### src/rtl/core/sawc_pkg.sv
`timescale 1ns / 1ps
`default_nettype none

package sawc_pkg;

	// Cache geometry
	localparam int NUM_WAYS        = 8;
	localparam int NUM_SET_ROWS    = 64;
	localparam int LINE_BYTE_COUNT = 64;
	localparam int ADDRESS_BITS    = 20;
	localparam int WORD_BYTES      = 8;

	localparam int OFFSET_W  = $clog2(LINE_BYTE_COUNT);
	localparam int SET_W     = $clog2(NUM_SET_ROWS);
	localparam int TAG_W     = ADDRESS_BITS - OFFSET_W - SET_W;
	localparam int LINE_W    = ADDRESS_BITS - OFFSET_W;
	localparam int WAY_W     = $clog2(NUM_WAYS);
	localparam int AGE_W     = $clog2(NUM_WAYS);
	localparam int BYTE_W    = $clog2(WORD_BYTES);
	localparam int BEATS     = LINE_BYTE_COUNT / WORD_BYTES;
	localparam int BEAT_W    = $clog2(BEATS);
	localparam int WORD_W    = WORD_BYTES * 8;
	localparam int BACK_AW   = LINE_W + BEAT_W;
	localparam int BACK_D    = 1 << BACK_AW;
	localparam int DATA_AW   = SET_W + WAY_W + BEAT_W;
	localparam int DATA_D    = 1 << DATA_AW;
	localparam int CNT_W     = 32;

	// Per-way tag state
	typedef struct packed {
		logic             valid;
		logic             dirty;
		logic [TAG_W-1:0] tag;
		logic [AGE_W-1:0] age;
	} way_meta_t;

	typedef way_meta_t [NUM_WAYS-1:0] meta_row_t;

	localparam int META_W = $bits(meta_row_t);

	// Controller to datapath
	typedef struct packed {
		logic ready;
		logic accept;
		logic clear_step;
		logic lookup;
		logic wb_step;
		logic fill_step;
		logic access;
		logic finish;
	} ctl_cmd_t;

	// Datapath to controller
	typedef struct packed {
		logic clear_done;
		logic hit;
		logic need_wb;
		logic beats_done;
		logic out_free;
	} ctl_sts_t;

endpackage

`default_nettype wire

### src/rtl/core/sawc_ctrl.sv
`timescale 1ns / 1ps
`default_nettype none

module sawc_ctrl (
	input  wire logic               clk,
	input  wire logic               arst_n,
	input  wire logic               in_valid,
	input  wire sawc_pkg::ctl_sts_t sts,
	output sawc_pkg::ctl_cmd_t      cmd
);

	typedef enum logic [2:0] {
		ST_CLEAR,
		ST_IDLE,
		ST_LOOKUP,
		ST_WB,
		ST_FILL,
		ST_ACCESS,
		ST_DATA
	} state_t;

	state_t state_q;

	// Advance the sequence
	always_ff @(posedge clk or negedge arst_n) begin
		if (!arst_n) begin
			state_q <= ST_CLEAR;
		end else begin
			case (state_q)
				ST_CLEAR:  if (sts.clear_done) state_q <= ST_IDLE;
				ST_IDLE:   if (in_valid) state_q <= ST_LOOKUP;
				ST_LOOKUP: begin
					if (sts.hit)          state_q <= ST_ACCESS;
					else if (sts.need_wb) state_q <= ST_WB;
					else                  state_q <= ST_FILL;
				end
				ST_WB:     if (sts.beats_done) state_q <= ST_FILL;
				ST_FILL:   if (sts.beats_done) state_q <= ST_ACCESS;
				ST_ACCESS: state_q <= ST_DATA;
				ST_DATA:   if (sts.out_free) state_q <= ST_IDLE;
				default:   state_q <= ST_CLEAR;
			endcase
		end
	end

	// Decode commands from state
	always_comb begin
		cmd            = '0;
		cmd.ready      = (state_q == ST_IDLE);
		cmd.accept     = (state_q == ST_IDLE) && in_valid;
		cmd.clear_step = (state_q == ST_CLEAR);
		cmd.lookup     = (state_q == ST_LOOKUP);
		cmd.wb_step    = (state_q == ST_WB);
		cmd.fill_step  = (state_q == ST_FILL);
		cmd.access     = (state_q == ST_ACCESS) || (state_q == ST_DATA);
		cmd.finish     = (state_q == ST_DATA) && sts.out_free;
	end

endmodule

`default_nettype wire

### config.mk
export PLATFORM = sky130hd
export DESIGN_NAME = sawc_ctrl
export DESIGN_NICKNAME = d
export VERILOG_FILES = /design/src/rtl/core/sawc_pkg.sv /design/src/rtl/core/sawc_ctrl.sv
export SDC_FILE = /design/constraint.sdc
export NUM_CORES = 1
export LEC_CHECK = 0
export BUFFER_PORTS_ARGS = -buffer_cell sky130_fd_sc_hd__buf_4
export CAP_MARGIN = 5
export CORE_AREA = 2 2 39 41
export DETAILED_ROUTE_END_ITERATION = 12
export DIE_AREA = 0 0 41 43
export PLACE_DENSITY = 0.47
export RECOVER_POWER = 100
export SLEW_MARGIN = 10
export SYNTH_ARGS = -nofsm -noshare
export SYNTH_HDL_FRONTEND = slang
export SYNTH_SLANG_ARGS = --single-unit
### constraint.sdc
create_clock -name clk -period 1.6 [get_ports clk]
set_input_delay 0.32 -clock clk [delete_from_list [all_inputs] [get_ports clk]]
set_output_delay 0.32 -clock clk [all_outputs]
set_load 0.005 [all_outputs]
==> flow_metrics.py <==
metrics = {
    "outcome": {
        "outcome": "completed",
    },
    "final_layout": {
        "instances_no_fill": 71,
        "drive_gt1_frac": 0.4182,
        "diodes": 0,
        "largest_reg_flops": 3,
        "reg_top3": "state_q x3",
        "syn_to_final_growth_pct": 47.35,
        "regMostFlops": "state_q",
        "postLayoutCoreUtil": 0.3264,
        "finalNetCount": 64,
        "fin_area_um2": 451.7,
    },
    "sta": {
        "fmax_ghz": 0.6544,
        "final.period_utilization": 0.9551,
        "rsz0062_at_grt": "false",
        "finalSetupViolCount": 0,
        "min_period_ns": 1.528,
        "worstMarginPinSlew_ns": 0.2574,
        "skew_ns": 0.001234,
        "timing.final.max_slew_violations": 0,
        "finalHoldViolCount": 0,
        "max_slew_margin": 0.8284,
        "finalSetupTns_ns": 0,
    },
    "drt": {
        "via_count": 326,
        "drc": 0,
        "drtIter0Drc": 1,
        "wire_per_inst_um": 10.28,
        "ant_nets": 0,
        "avgViaCountPerCell": 4.592,
        "wirelength_um": 730,
        "drt_first_pass_iters": 2,
    },
    "setup_path": {
        "crit_type": "reg2out",
        "required_ns": 1.28,
        "endpoint_kind": "output port",
        "start_kind": "flop",
        "worstPathArrival_ns": 1.21,
        "worst-path-max-fanout": 11,
    },
    "yosys": {
        "synth_fa_ha_area_frac": 0,
        "synth_edf_count": 0,
        "ys_seq_area_frac": 0.2449,
        "synth_top_area_frac": 0.2449,
        "async_flop_share": 1.000,
        "synth_top_family_by_area": "simple AND/OR/NAND/NOR gates",
        "yosys.area.top_type": "dfrtp_1",
        "ys_seq_elements": 3,
        "ys_top_cells_by_count": "nor2_1 (4), nor2b_1 (4), dfrtp_1 (3)",
        "syn_inst": 36,
        "synthDistinctLibCells": 22,
        "synth_flop_cell": "dfrtp_1",
        "synthSimpleGateAreaFrac": 0.3592,
        "synth_fp_nets": 44,
        "synth_compound_area_frac": 0.2531,
        "syn-cell-area_um2": 306.5,
        "synth_xor_area_frac": 0,
        "avgSynthCellArea_um2": 8.515,
        "muxShareOfSynthArea": 0.03265,
        "ys_warn_count": 0,
        "ys_top_cells_by_area": "dfrtp_1 (24%), nor2b_1 (8.2%), buf_6 (7.3%)",
    },
    "clocking": {
        "clk_pin_slew_ns": 0.04,
        "clockBufferDepth": 2,
        "cts_max_level": 1,
        "insertion_delay_ns": 0.23,
        "numClockSinks": 3,
        "numCtsBuffers": 3,
        "cts_tree": "done",
        "cts_root_buffer": "clkbuf_4",
    },
    "worst_hold_path": {
        "hp-class": "in2async",
    },
    "floorplanning": {
        "coreArea_um2": 1384,
        "die_h_um": 43,
        "die_area_um2": 1763,
        "ios": 16,
        "rows": 14,
        "start_util": 0.2215,
        "dieWidth_um": 41,
    },
    "grt": {
        "grt_max_degree": 17,
        "grt_usage": 0.09839,
        "grt_pass1_vias": 313,
        "antenna_found_initial": 0,
        "grt_overflow": 0,
        "grt_pass1_wl_mm": 1.186,
    },
    "place": {
        "placed_cells": 64,
        "placed_cell_area_um2": 409.1,
        "io_buffers": 15,
        "routabilityCongestion": 0.7268,
        "dp_hpwl_um": 534.4,
    },
    "job": {
        "max_cap_violations": 0,
    },
    "power": {
        "p_per_area_nw_per_um2": 1766,
        "leakage_nw": 0.2029,
        "peakVddDrop_uv": 402.9,
    },
}
cells in the final DEF, fill, tap and decap left out, types with 2 or more instances in the layout:
cell,instances
buf_4,12
clkbuf_4,6
nor2_1,5
nor2b_1,3
clkbuf_1,3
dfrtp_2,3
nor3b_1,2
nor3_1,2
o21ai_0,2
a22o_1,2
power by group:
| group | total, mW | internal, mW | switching, mW | leakage, nW |
|---|---|---|---|---|
| Sequential | 0.236 | 0.122 | 0.113 | 0.0333 |
| Combinational | 0.429 | 0.266 | 0.163 | 0.155 |
| Clock | 0.133 | 0.0935 | 0.0399 | 0.0150 |
timing repair:
action                                  in CTS  in global routing
resized for setup                            3                  1
hold buffers                                 1                  0
setup buffers                                0                  2
hold endpoints to repair                     3                  0
endpoints found under the setup margin       4                  2
metrics by stage:
stage | setup WS [ns] | hold WS [ns] | power (mW)
finish | 0.07182 | 0.4209 | 0.7977
global route | 0.01056 | 0.4542 | 0.8726
CTS | 0.001357 | 0.4050 | 0.8100
detailed placement | 0.1640 | 0.1102 | 0.6574
global placement | 0.1863 | 0.1108 | 0.6666
floorplan | 0.4337 | 0.02441 | 0.5404
path summary, 6_finish.rpt:
| kind | start | endpoint | slack [ns] | cells past startpoint |
|---|---|---|---|---|
| hold reg to reg | state_q[2] | state_q[2] | 0.64 | 1 |
| max in group asynchronous | arst_n | state_q[0] | 1.02 | 2 |
| setup / recovery | state_q[2] | cmd[4] | 0.07 | 3 |
| min in group clk | in_valid | state_q[1] | 0.44 | 3 |
| setup reg to reg | state_q[1] | state_q[0] | 0.31 | 4 |
| hold / removal | arst_n | state_q[2] | 0.42 | 2 |
area by class of cell:
cell class / instances / area [µm²]
Tap cell: 16 / 20.02
Sequential cell: 3 / 78.83
Multi-Input combinational cell: 29 / 192.7
Inverter: 1 / 3.754
Timing Repair Buffer: 18 / 130.1
Clock buffer: 4 / 26.28
Fill cell: 154 / 932.1
critical path, cell delays in order, from the launching register on:
cell and delay (ns):
dfrtp_2 0.47, or2b_1 0.28, nor2_1 0.09, clkbuf_4 0.13
metal layers:
layer | part of all wire | wire length, µm | GRT usage
met3 | 0.038 | 28 | 0.01571
met4 | 0 | 0 | 0.08000
met1 | 0.44 | 324 | 0.1158
met2 | 0.52 | 378 | 0.1469
met5 | 0 | 0 | 0
cell families (layout without fill, tap and decap cells):
family                 Yosys count  after routing
AND/OR/NAND/NOR                 18             18
buffers and inverters            4             23
AO/OA/AOI/OAI                   10             10
multiplexers                     1              1
flip-flops                       3              3
No activity file was read; power rests on OpenSTA's default activity.
